### src/design/brle_pkg.sv
`timescale 1ns / 1ps
// ----------------------------------------------------------------------------
// brle_pkg
// Shared constants of the byte run-length encoder: byte width, packet
// limits and the run header base.
// ----------------------------------------------------------------------------
package brle_pkg;

    // width of one stream byte
    localparam int BYTE_W = 8;

    // default cap on the bytes of one literal packet
    localparam int MAX_LITERAL_DEF = 31;

    // longest run that one run packet carries
    localparam int MAX_RUN = 128;

    // a run of n bytes is headed by RUN_HDR_BASE + n
    localparam logic [BYTE_W-1:0] RUN_HDR_BASE = 8'd127;

endpackage

### src/design/brle_in_if.sv
`timescale 1ns / 1ps
// ----------------------------------------------------------------------------
// brle_in_if
// Pixel channel: one image byte per transfer, with a flag on the final byte.
// ----------------------------------------------------------------------------
interface brle_in_if;

    logic                        valid;
    logic                        ready;
    logic [brle_pkg::BYTE_W-1:0] pixel;
    logic                        end_of_image;

    modport source (output valid, output pixel, output end_of_image, input ready);
    modport sink   (input valid, input pixel, input end_of_image, output ready);

endinterface

### src/design/brle_out_if.sv
`timescale 1ns / 1ps
// ----------------------------------------------------------------------------
// brle_out_if
// Code channel: one byte of the compressed stream per transfer, with a flag
// on the final byte produced for an input transfer.
// ----------------------------------------------------------------------------
interface brle_out_if;

    logic                        valid;
    logic                        ready;
    logic [brle_pkg::BYTE_W-1:0] code_byte;
    logic                        last;

    modport source (output valid, output code_byte, output last, input ready);
    modport sink   (input valid, input code_byte, input last, output ready);

endinterface

### src/design/brle_lit_mem.sv
`timescale 1ns / 1ps
// ----------------------------------------------------------------------------
// brle_lit_mem
// Literal store: one write port and one read port, read data registered.
// ----------------------------------------------------------------------------
module brle_lit_mem #(
    parameter int DEPTH = brle_pkg::MAX_LITERAL_DEF,
    parameter int AW    = 5
) (
    input  logic                        clk,
    input  logic                        wr_en,
    input  logic [AW-1:0]               wr_addr,
    input  logic [brle_pkg::BYTE_W-1:0] wr_data,
    input  logic                        rd_en,
    input  logic [AW-1:0]               rd_addr,
    output logic [brle_pkg::BYTE_W-1:0] rd_data
);

    logic [brle_pkg::BYTE_W-1:0] mem [DEPTH];
    logic [brle_pkg::BYTE_W-1:0] rd_data_reg;

    // write port
    always_ff @(posedge clk)
    begin
        if (wr_en)
        begin
            mem[wr_addr] <= wr_data;
        end
    end

    // read port, data held until the next read
    always_ff @(posedge clk)
    begin
        if (rd_en)
        begin
            rd_data_reg <= mem[rd_addr];
        end
    end

    assign rd_data = rd_data_reg;

endmodule

### src/design/brle_ctrl.sv
`timescale 1ns / 1ps
// ----------------------------------------------------------------------------
// brle_ctrl
// Packet sequencer: tracks the pending run, appends literal bytes to the
// store, and walks run and literal packets out through the output register.
// ----------------------------------------------------------------------------
module brle_ctrl #(
    parameter int MAX_LITERAL = brle_pkg::MAX_LITERAL_DEF,
    parameter int LIT_AW      = (MAX_LITERAL > 1) ? $clog2(MAX_LITERAL) : 1
) (
    input  logic                        clk,
    input  logic                        rst_n,
    brle_in_if.sink                     pixels,
    brle_out_if.source                  stream,
    output logic                        wr_en,
    output logic [LIT_AW-1:0]           wr_addr,
    output logic [brle_pkg::BYTE_W-1:0] wr_data,
    output logic                        rd_en,
    output logic [LIT_AW-1:0]           rd_addr,
    input  logic [brle_pkg::BYTE_W-1:0] rd_data
);

    localparam int LIT_CW = $clog2(MAX_LITERAL + 1);

    typedef enum logic [2:0] {
        S_IDLE,
        S_RUN_HDR,
        S_RUN_VAL,
        S_FL_HDR,
        S_FL_DATA,
        S_FIN
    } state_t;

    // where to go once the current packet is out
    typedef enum logic [1:0] {
        R_IDLE,
        R_FIN,
        R_FLUSH
    } ret_t;

    state_t                      state_reg,    state_next;
    ret_t                        ret_reg,      ret_next;
    logic [brle_pkg::BYTE_W-1:0] held_reg,     held_next;
    logic [7:0]                  rl_reg,       rl_next;
    logic [LIT_CW-1:0]           lcount_reg,   lcount_next;
    logic [LIT_CW-1:0]           idx_reg,      idx_next;
    logic [brle_pkg::BYTE_W-1:0] em_hdr_reg,   em_hdr_next;
    logic [brle_pkg::BYTE_W-1:0] em_val_reg,   em_val_next;
    logic                        out_valid_reg, out_valid_next;
    logic [brle_pkg::BYTE_W-1:0] out_byte_reg, out_byte_next;
    logic                        out_last_reg, out_last_next;

    logic                        out_free;
    logic [LIT_CW-1:0]           lc_inc;
    logic [brle_pkg::BYTE_W-1:0] run_hdr;
    logic                        at_max_run;
    logic                        store_full;

    assign out_free   = !out_valid_reg || stream.ready;
    assign lc_inc     = lcount_reg + LIT_CW'(1);
    assign run_hdr    = brle_pkg::RUN_HDR_BASE + rl_reg;
    assign at_max_run = (rl_reg >= 8'(brle_pkg::MAX_RUN));
    assign store_full = (lc_inc >= LIT_CW'(MAX_LITERAL));

    assign pixels.ready     = (state_reg == S_IDLE);
    assign stream.valid     = out_valid_reg;
    assign stream.code_byte = out_byte_reg;
    assign stream.last      = out_last_reg;

    // next-state and store access
    always_comb
    begin
        state_next     = state_reg;
        ret_next       = ret_reg;
        held_next      = held_reg;
        rl_next        = rl_reg;
        lcount_next    = lcount_reg;
        idx_next       = idx_reg;
        em_hdr_next    = em_hdr_reg;
        em_val_next    = em_val_reg;
        out_valid_next = out_valid_reg && !stream.ready;
        out_byte_next  = out_byte_reg;
        out_last_next  = out_last_reg;
        wr_en          = 1'b0;
        wr_addr        = lcount_reg[LIT_AW-1:0];
        wr_data        = held_reg;
        rd_en          = 1'b0;
        rd_addr        = idx_reg[LIT_AW-1:0];

        unique case (state_reg)
            S_IDLE:
            begin
                if (pixels.valid)
                begin
                    ret_next   = pixels.end_of_image ? R_FIN : R_IDLE;
                    state_next = pixels.end_of_image ? S_FIN : S_IDLE;
                    priority if (rl_reg == 8'd0)
                    begin
                        held_next = pixels.pixel;
                        rl_next   = 8'd1;
                    end
                    else if (pixels.pixel == held_reg)
                    begin
                        if (at_max_run)
                        begin
                            // full run goes out, new run of one starts
                            em_hdr_next = run_hdr;
                            em_val_next = held_reg;
                            rl_next     = 8'd1;
                            state_next  = S_RUN_HDR;
                        end
                        else
                        begin
                            rl_next = rl_reg + 8'd1;
                            // a run of two closes any open literal packet
                            if (rl_reg == 8'd1 && lcount_reg != '0)
                            begin
                                state_next = S_FL_HDR;
                            end
                        end
                    end
                    else
                    begin
                        if (rl_reg >= 8'd2)
                        begin
                            em_hdr_next = run_hdr;
                            em_val_next = held_reg;
                            state_next  = S_RUN_HDR;
                        end
                        else
                        begin
                            // lone byte joins the literal packet
                            wr_en       = 1'b1;
                            lcount_next = lc_inc;
                            if (store_full)
                            begin
                                state_next = S_FL_HDR;
                            end
                        end
                        held_next = pixels.pixel;
                        rl_next   = 8'd1;
                    end
                end
            end

            S_FIN:
            begin
                // end of image: flush pending run or byte, then literals
                held_next = '0;
                rl_next   = 8'd0;
                ret_next  = R_IDLE;
                priority if (rl_reg >= 8'd2)
                begin
                    em_hdr_next = run_hdr;
                    em_val_next = held_reg;
                    ret_next    = (lcount_reg != '0) ? R_FLUSH : R_IDLE;
                    state_next  = S_RUN_HDR;
                end
                else if (rl_reg == 8'd1)
                begin
                    wr_en       = 1'b1;
                    lcount_next = lc_inc;
                    state_next  = S_FL_HDR;
                end
                else
                begin
                    state_next = (lcount_reg != '0) ? S_FL_HDR : S_IDLE;
                end
            end

            S_RUN_HDR:
            begin
                if (out_free)
                begin
                    out_valid_next = 1'b1;
                    out_byte_next  = em_hdr_reg;
                    out_last_next  = 1'b0;
                    state_next     = S_RUN_VAL;
                end
            end

            S_RUN_VAL:
            begin
                if (out_free)
                begin
                    out_valid_next = 1'b1;
                    out_byte_next  = em_val_reg;
                    out_last_next  = (ret_reg == R_IDLE);
                    unique case (ret_reg)
                        R_FIN:
                        begin
                            state_next = S_FIN;
                        end
                        R_FLUSH:
                        begin
                            ret_next   = R_IDLE;
                            state_next = S_FL_HDR;
                        end
                        default:
                        begin
                            state_next = S_IDLE;
                        end
                    endcase
                end
            end

            S_FL_HDR:
            begin
                // header n-1, first store read issued alongside
                if (out_free)
                begin
                    out_valid_next = 1'b1;
                    out_byte_next  = brle_pkg::BYTE_W'(lcount_reg) - 8'd1;
                    out_last_next  = 1'b0;
                    rd_en          = 1'b1;
                    rd_addr        = '0;
                    idx_next       = LIT_CW'(1);
                    state_next     = S_FL_DATA;
                end
            end

            S_FL_DATA:
            begin
                if (out_free)
                begin
                    out_valid_next = 1'b1;
                    out_byte_next  = rd_data;
                    out_last_next  = 1'b0;
                    if (idx_reg == lcount_reg)
                    begin
                        out_last_next = (ret_reg == R_IDLE);
                        lcount_next   = '0;
                        unique case (ret_reg)
                            R_FIN:
                            begin
                                state_next = S_FIN;
                            end
                            R_FLUSH:
                            begin
                                ret_next   = R_IDLE;
                                state_next = S_FL_HDR;
                            end
                            default:
                            begin
                                state_next = S_IDLE;
                            end
                        endcase
                    end
                    else
                    begin
                        rd_en    = 1'b1;
                        idx_next = idx_reg + LIT_CW'(1);
                    end
                end
            end

            default:
            begin
                state_next = S_IDLE;
            end
        endcase
    end

    // state and output register
    always_ff @(posedge clk or negedge rst_n)
    begin
        if (!rst_n)
        begin
            state_reg     <= S_IDLE;
            ret_reg       <= R_IDLE;
            held_reg      <= '0;
            rl_reg        <= 8'd0;
            lcount_reg    <= '0;
            idx_reg       <= '0;
            em_hdr_reg    <= '0;
            em_val_reg    <= '0;
            out_valid_reg <= 1'b0;
            out_byte_reg  <= '0;
            out_last_reg  <= 1'b0;
        end
        else
        begin
            state_reg     <= state_next;
            ret_reg       <= ret_next;
            held_reg      <= held_next;
            rl_reg        <= rl_next;
            lcount_reg    <= lcount_next;
            idx_reg       <= idx_next;
            em_hdr_reg    <= em_hdr_next;
            em_val_reg    <= em_val_next;
            out_valid_reg <= out_valid_next;
            out_byte_reg  <= out_byte_next;
            out_last_reg  <= out_last_next;
        end
    end

endmodule

### src/design/byte_run_length_encoder_top.sv
`timescale 1ns / 1ps
// ----------------------------------------------------------------------------
// byte_run_length_encoder_top
// PackBits-style byte run-length encoder: pixel bytes in, code bytes out.
// ----------------------------------------------------------------------------
// Each pixel transfer yields zero or more code bytes, the final one flagged
// with last. Runs of 2 to 128 equal bytes are sent as 127+n and the value;
// other bytes are gathered into literal packets (header n-1, then n bytes)
// of at most MAX_LITERAL bytes, kept in a small single-port-write literal
// store. A pixel that produces code bytes holds the input until all are in
// the output register, which sends one byte per cycle while the sink is
// ready; a literal flush reads the store one entry per cycle in step, and
// end_of_image adds a pass through the final flush state. The output
// register lets the next pixel be taken while the last code byte still
// waits on a stalled sink. No clearing pass is needed after reset.
// ----------------------------------------------------------------------------
module byte_run_length_encoder_top #(
    parameter int MAX_LITERAL = brle_pkg::MAX_LITERAL_DEF
) (
    input  logic       clk,
    input  logic       rst_n,
    brle_in_if.sink    pixels,
    brle_out_if.source stream
);

    localparam int LIT_AW = (MAX_LITERAL > 1) ? $clog2(MAX_LITERAL) : 1;

    logic                        wr_en;
    logic [LIT_AW-1:0]           wr_addr;
    logic [brle_pkg::BYTE_W-1:0] wr_data;
    logic                        rd_en;
    logic [LIT_AW-1:0]           rd_addr;
    logic [brle_pkg::BYTE_W-1:0] rd_data;

    // packet sequencer
    brle_ctrl #(
        .MAX_LITERAL (MAX_LITERAL),
        .LIT_AW      (LIT_AW)
    ) u_ctrl (
        .clk     (clk),
        .rst_n   (rst_n),
        .pixels  (pixels),
        .stream  (stream),
        .wr_en   (wr_en),
        .wr_addr (wr_addr),
        .wr_data (wr_data),
        .rd_en   (rd_en),
        .rd_addr (rd_addr),
        .rd_data (rd_data)
    );

    // literal store
    brle_lit_mem #(
        .DEPTH (MAX_LITERAL),
        .AW    (LIT_AW)
    ) u_lit_mem (
        .clk     (clk),
        .wr_en   (wr_en),
        .wr_addr (wr_addr),
        .wr_data (wr_data),
        .rd_en   (rd_en),
        .rd_addr (rd_addr),
        .rd_data (rd_data)
    );

endmodule
### src/flat_wrapper.sv
// flat-port wrapper written by rule: the top's interface ports become plain ports
module byte_run_length_encoder_top_flat 
#(
    parameter int MAX_LITERAL = brle_pkg::MAX_LITERAL_DEF
)
  (clk, rst_n, pixels_valid, pixels_pixel, pixels_end_of_image, pixels_ready, stream_valid, stream_code_byte, stream_last, stream_ready);
  brle_in_if pixels_i ();
  brle_out_if stream_i ();
  input  logic clk;
  input  logic rst_n;
  input wire logic [$bits(pixels_i.valid)-1:0] pixels_valid;
  input wire logic [$bits(pixels_i.pixel)-1:0] pixels_pixel;
  input wire logic [$bits(pixels_i.end_of_image)-1:0] pixels_end_of_image;
  output wire logic [$bits(pixels_i.ready)-1:0] pixels_ready;
  output wire logic [$bits(stream_i.valid)-1:0] stream_valid;
  output wire logic [$bits(stream_i.code_byte)-1:0] stream_code_byte;
  output wire logic [$bits(stream_i.last)-1:0] stream_last;
  input wire logic [$bits(stream_i.ready)-1:0] stream_ready;
  assign pixels_i.valid = pixels_valid;
  assign pixels_i.pixel = pixels_pixel;
  assign pixels_i.end_of_image = pixels_end_of_image;
  assign pixels_ready = pixels_i.ready;
  assign stream_valid = stream_i.valid;
  assign stream_code_byte = stream_i.code_byte;
  assign stream_last = stream_i.last;
  assign stream_i.ready = stream_ready;
  byte_run_length_encoder_top #(.MAX_LITERAL(MAX_LITERAL)) u_core (.clk(clk), .rst_n(rst_n), .pixels(pixels_i), .stream(stream_i));
endmodule
### config.mk
export PLATFORM = sky130hd
export DESIGN_NAME = byte_run_length_encoder_top_flat
export DESIGN_NICKNAME = d
export VERILOG_FILES = /design/src/design/brle_pkg.sv /design/src/design/brle_in_if.sv /design/src/design/brle_out_if.sv /design/src/design/brle_lit_mem.sv /design/src/design/brle_ctrl.sv /design/src/design/byte_run_length_encoder_top.sv /design/src/flat_wrapper.sv
export SDC_FILE = /design/constraint.sdc
export NUM_CORES = 1
export LEC_CHECK = 0
export ABC_CLOCK_PERIOD_IN_PS = 4800
export BUFFER_PORTS_ARGS = -buffer_cell sky130_fd_sc_hd__buf_2
export CAP_MARGIN = 20
export CORE_MARGIN = 2
export CORE_UTILIZATION = 55
export DETAILED_ROUTE_END_ITERATION = 12
export PLACE_DENSITY = 0.71
export SLEW_MARGIN = 40
export SYNTH_ARGS = -nofsm -noshare
export SYNTH_HDL_FRONTEND = slang
export SYNTH_HIERARCHICAL = 1
export SYNTH_SLANG_ARGS = --single-unit
### constraint.sdc
create_clock -name clk -period 4.8 [get_ports clk]
set_input_delay 0.72 -clock clk [delete_from_list [all_inputs] [get_ports clk]]
set_output_delay 0.72 -clock clk [all_outputs]
set_load 0.005 [all_outputs]
* Word-level counts from Yosys, hierarchy flattened
Memory sizes are Yosys's and may differ from the RTL's. A register that Yosys moved wholly into a read port is not among the register bits.
Index checks and enable logic that the tools add are counted.
** Word-level totals
- Bits of input ports :: 13
- Memories kept :: 1
- Register bits after elaboration :: 57
- Memory bits (writable) :: 248
- Output and inout bits :: 11
** Memory list
- u_core.u_lit_mem.mem :: words 31, width 8, read ports 1, clocked after memory_dff 1, write ports 1, RTL line brle_lit_mem.sv:19 : logic [brle_pkg::BYTE_W-1:0] mem [DEPTH];
** Operators by class
- Mux-type cells :: 88
- Order comparisons :: 3
- Reduce and logical (&&, ||, !) cells :: 26
- Equality and inequality tests :: 25
- $add $sub $neg :: 5
** Operators by type and width (count)
- $mux W8 :: 21
- $mux W5 :: 13
- $pmux W8 S2 :: 4
- $mux W3 :: 13
- $pmux W8 S4 :: 1
- $ne A2 B2 Y1 const B :: 12
- $mux W2 :: 10
- $mux W1 :: 18
- $pmux W3 S6 :: 1
- $pmux W5 S3 :: 1
- $reduce_and A4 Y1 :: 3
- $add A5 B1 Y5 const B :: 2
- $pmux W5 S2 :: 1
- $reduce_and A5 Y1 :: 2
- $reduce_and A9 Y1 :: 1
- $add A7 B8 Y8 const A :: 1
- $add A8 B1 Y8 const B :: 1
- $eq A8 B1 Y1 const B :: 1
- $eq A8 B8 Y1 :: 1
- $ge A8 B2 Y1 const B :: 1
- $ge A8 B8 Y1 const B :: 1
- $logic_not A8 Y1 :: 1
- $pmux W2 S4 :: 1
- $reduce_bool A4 Y1 :: 2
- other kinds (26) :: 34

* Logic depth before layout (Yosys ltp)
- Depth after elaboration :: 8
- Mapped depth :: 12
- Mapped depth without buffers :: 8

* By module
The synthesis kept the hierarchy.
** Modules (own cells, without submodules)
- brle_lit_mem :: cells an instance 561, area each 10188.5 sq um, seq. area each 7687.4 sq um, instances 1
- brle_ctrl :: cells an instance 367, area each 3547.2 sq um, seq. area each 1426.4 sq um, instances 1

* Worst setup path before layout
OpenSTA, ideal clock, no wires.
- Path type :: reg-to-reg
- From :: register u_core.u_ctrl.rl_reg[2]
- To :: memory u_core/u_lit_mem/mem[0][0] (netlist name) (enable)
- Library setup time :: 0.370 ns
- Path buffers :: 3
- Arrival time :: 2.882 ns
- Stages on the path, launching flop included :: 10
- Slack :: 1.548 ns
- Cells stage by stage :: dfrtp_1 buf_6 or4_4 or4_4 buf_6 a21o_2 inv_1 or3b_2 clkbuf_1 nor2_1
** Between the ends
- Cells in the longest elaborated chain, start to end :: 8
- Elaborated cells on any way between the ends :: 12
** Ends and longest elaborated chain
- start: declaration :: RTL line brle_ctrl.sv:44 : logic [7:0] rl_reg, rl_next;
- start signal: assignment :: RTL line brle_ctrl.sv:286 : rl_reg <= rl_next;
- $ge A8 B2 Y1 :: RTL line brle_ctrl.sv:124, brle_ctrl.sv:152
- $mux W1 :: RTL line brle_ctrl.sv:124 : if (rl_reg >= 8'd2)
- $mux W1 :: RTL line brle_ctrl.sv:102 : else if (pixels.pixel == held_reg)
- $mux W1 :: RTL line brle_ctrl.sv:97 : priority if (rl_reg == 8'd0)
- $mux W1 :: RTL line brle_ctrl.sv:93 : if (pixels.valid)
- $pmux W1 S2 * :: RTL line brle_ctrl.sv:90 : unique case (state_reg)
- net u_core.wr_en :: RTL line byte_run_length_encoder_top.sv:28 : logic wr_en;
- $mux W1 * :: RTL line brle_lit_mem.sv:25 : if (wr_en)
- $mux W1 (implied by the code) * :: RTL line brle_lit_mem.sv:27 : mem[wr_addr] <= wr_data;
- end: declaration :: RTL line brle_lit_mem.sv:19
Mark *: on every way through the listed nets, which the timed path passes. The rest lies on a longest branch.

* Worst setup path after layout
- From :: register u_core.u_ctrl.state_reg[2]
- To :: register u_core.u_lit_mem.rd_data_reg, in the netlist u_core/u_lit_mem/rd_data[0], read port of u_core.u_lit_mem.mem, data pin
** Between the ends
- Cells in the longest elaborated chain, start to end :: 2
- Elaborated cells on any way between the ends :: 4
** Ends and longest elaborated chain
- start: declaration :: RTL line brle_ctrl.sv:41 : state_t state_reg, state_next;
- start signal: assignment :: RTL line brle_ctrl.sv:283 : state_reg <= state_next;
- $eq A3 B2 Y1 :: RTL line brle_ctrl.sv:90
- $mux W5 :: RTL line brle_ctrl.sv:90
- net u_core.rd_addr[2] :: RTL line byte_run_length_encoder_top.sv:32 : logic [LIT_AW-1:0] rd_addr;
- end: declaration :: RTL line brle_lit_mem.sv:20 : logic [brle_pkg::BYTE_W-1:0] rd_data_reg;
The timed path passes the listed nets, and every way through them passes these cells.
A chain may end at the register's enable or synchronous reset.

==> results.cfg <==
[logic_synthesis]
synth_area_mm2 = 0.0137
yosysMostFrequentCell = edfxtp_1
synth_ff_type = edfxtp_1
syn_area_per_cell_um2 = 14.8
ys_seq_area_share_pct = 66.4
synth.largest_area_cell = edfxtp_1
synth-seq-cells = 313
ys_warn_count = 6
yosys.area.top_type_share_pct = 56.0
async_flop_share_pct = 18.2
synthTopCellsByCount = 256 x edfxtp_1, 80 x mux2i_1, 71 x nor2_1
synthTopCellsByArea = edfxtp_1 56%, dfrtp_1 10%, mux2i_1 5.8%
syn_inst = 928
synth_nets = 954
synth_edf_count = 256
ys_types = 75

[placed_design]
dp.cells = 1248
dp_hpwl_mm = 19.3
routabilityCongestion = 0.895
numPortBuffers = 23

[sta]
fin_crit_ns = 3.62
relSlewSlack_pct = 43.8
fin_crit_sh_pct = 75.3
worst_pin_slew_ns = 0.840
rsz0062_at_grt = false
fmax_mhz = 277
slew_violations = 0
fin_setup_tns_ns = 0
whs_ns = 0.309
finalSetupViolations = 0
finalHoldViolations = 0
clock_skew_ns = 0.00944

[global_route]
grt_pass1_vias = 7841
grt_start_max_net_pins = 58
grt_pass1_wl_mm = 45.5
grt-ovfl-total = 0
gr-usage-all-layers_pct = 22.9
antenna_found_initial = 0

[cells_and_area]
drive_gt1_share_pct = 15.5
layout.cells.non_filler = 1304
synthToLayoutAreaGrowth_pct = 9.72
top_register = u_core/u_lit_mem/mem
finish.net_count = 983
largest_reg_flops = 248
diodes = 0
fillers = 1807

[setup_path]
crit_path_end_kind = register
critPathTopFamily = simple AND/OR/NAND/NOR gates
slowest_delay_ns = 0.76
start_kind = register
worstSetupStartpoint = u_core/u_ctrl/state_reg[2]$_DFFE_PN0P_
worst_path_most_repeated_cell = buf_4
crit_arrival_ns = 3.91
crit_required_ns = 5.09
worstPathCellList = nand2b_1 -> nor3_1 -> buf_4 -> nor2b_4 -> buf_4 -> nor2b_1 -> a22oi_1 -> a21boi_1 -> a211oi_2
critPathMaxFanout = 22
r2r-start = u_core/u_ctrl/state_reg[2]$_DFFE_PN0P_
cpMaxStageDelayCell = dfrtp_1
critical_path_class = register to register
path_buf_inv = 2

[clock_tree]
clk-insertion-delay-late_ns = 0.56
htreeDepth = 1
clock_path_buffers = 3
post_cts_buffers = 0
ctsRootBufferMaster = clkbuf_16
cts.hold.buffers_added = 0
cts_tree = yes
numCtsBuffers = 31
cts_sinks = 313
path_clk_slew_ns = 0.06
ctsResizeCount = 0

[floorplanning]
die_x_um = 162
row_count = 57
die_y_um = 162
coreArea_mm2 = 0.0244
initial_core_util_pct = 56.3
io_pins = 24
die_area_mm2 = 0.0263

[route]
drtIter0Drc = 871
drc = 0
finalWirelength_mm = 29.7
wire_per_inst_um = 22.8
first_pass_iters = 5
vias = 7907
viasPerCell = 6.06
drtAntennaViolNets = 0

[power]
vdd_drop_max_mv = 0.308
p_leak_nw = 5.52
total_power_mw = 8.67
p_per_area_mw_per_mm2 = 575

[run_status]
status = finished clean

[worst_hold_path]
hold_path_class = input port to asynchronous set/reset pin

[job]
drv_cap = 0
==> layout by cell type, fill, tap and decap left out, drive strengths merged, types with 24 or more instances in the layout <==
| cell | Yosys | final |
|---|---|---|
| buf | 24 | 41 |
| nand2 | 62 | 62 |
| mux2i | 80 | 80 |
| nand3 | 26 | 26 |
| mux2 | 24 | 24 |
| a21oi | 30 | 30 |
| dfrtp | 57 | 57 |
| xor2 | 26 | 26 |
| clkbuf | 20 | 39 |
| nor2 | 71 | 71 |
| edfxtp | 256 | 256 |
| a22oi | 25 | 25 |
==> per-stage QoR <==
step / utilization, % / worst slack [ns] / area, um2
detailed placement: 57.8 / 1.15 / 14100
CTS: 61.7 / 1.23 / 15100
global route: 61.8 / 0.991 / 15100
global placement: 57.8 / 1.19 / 14100
finish: 61.8 / 1.18 / 15100
floorplan: - / 1.55 / 13700
==> worst paths after layout <==
check                                                                     end  slack [ns]  cells after the start
worst max-delay path                    u_core/u_lit_mem/rd_data[0]$_DFFE_PP_        1.18                      9
max in group asynchronous                u_core/u_ctrl/wr_data[3]$_DFFE_PN0P_        3.96                      2
worst min register to register          u_core/u_ctrl/stream.last$_DFFE_PN0P_        0.47                      2
min in group clk                         u_core/u_ctrl/wr_data[4]$_DFFE_PN0P_        0.41                      2
worst max register to register          u_core/u_lit_mem/rd_data[0]$_DFFE_PP_        1.18                      9
worst min-delay path            u_core/u_ctrl/stream.code_byte[3]$_DFFE_PN0P_        0.31                      2
==> cells by family after synthesis <==
| kind of cell | synth area share (%) |
|---|---|
| AND/OR/NAND/NOR | 8.76 |
| XOR/XNOR | 2.10 |
| adder cells (fa/ha/maj) | 1.18 |
| multiplexers | 11.0 |
| flip-flops | 66.4 |
| AO/OA/AOI/OAI | 7.72 |
| buffers and inverters | 2.83 |
==> metal layers <==
metal	track usage [%]	up-vias	wire (um)
met3	3.17	70	1730
met4	8.13	0	974
li1	-	3619	-
met1	31.7	3925	12800
met5	0	-	0
met2	37.6	293	14200
==> power breakdown <==
part / internal [mW] / leakage (nW) / switching (mW)
Clock: 1.34 / 0.470 / 0.967
Sequential: 3.48 / 3.06 / 0.318
Combinational: 1.01 / 2.00 / 1.56
Total: 5.83 / 5.52 / 2.84
==> area by class of cell <==
class                   instances  area (um2)  area share, %
flip-flops and latches        313        9120           60.5
repair buffers                 41         275           1.83
multi-input cells             556        4260           28.3
inverters                      14        52.6          0.349
clock buffers                  39         806           5.35
clock inverters                17         154           1.02
well taps                     324         405           2.69
No activity file was read; power rests on OpenSTA's default activity.
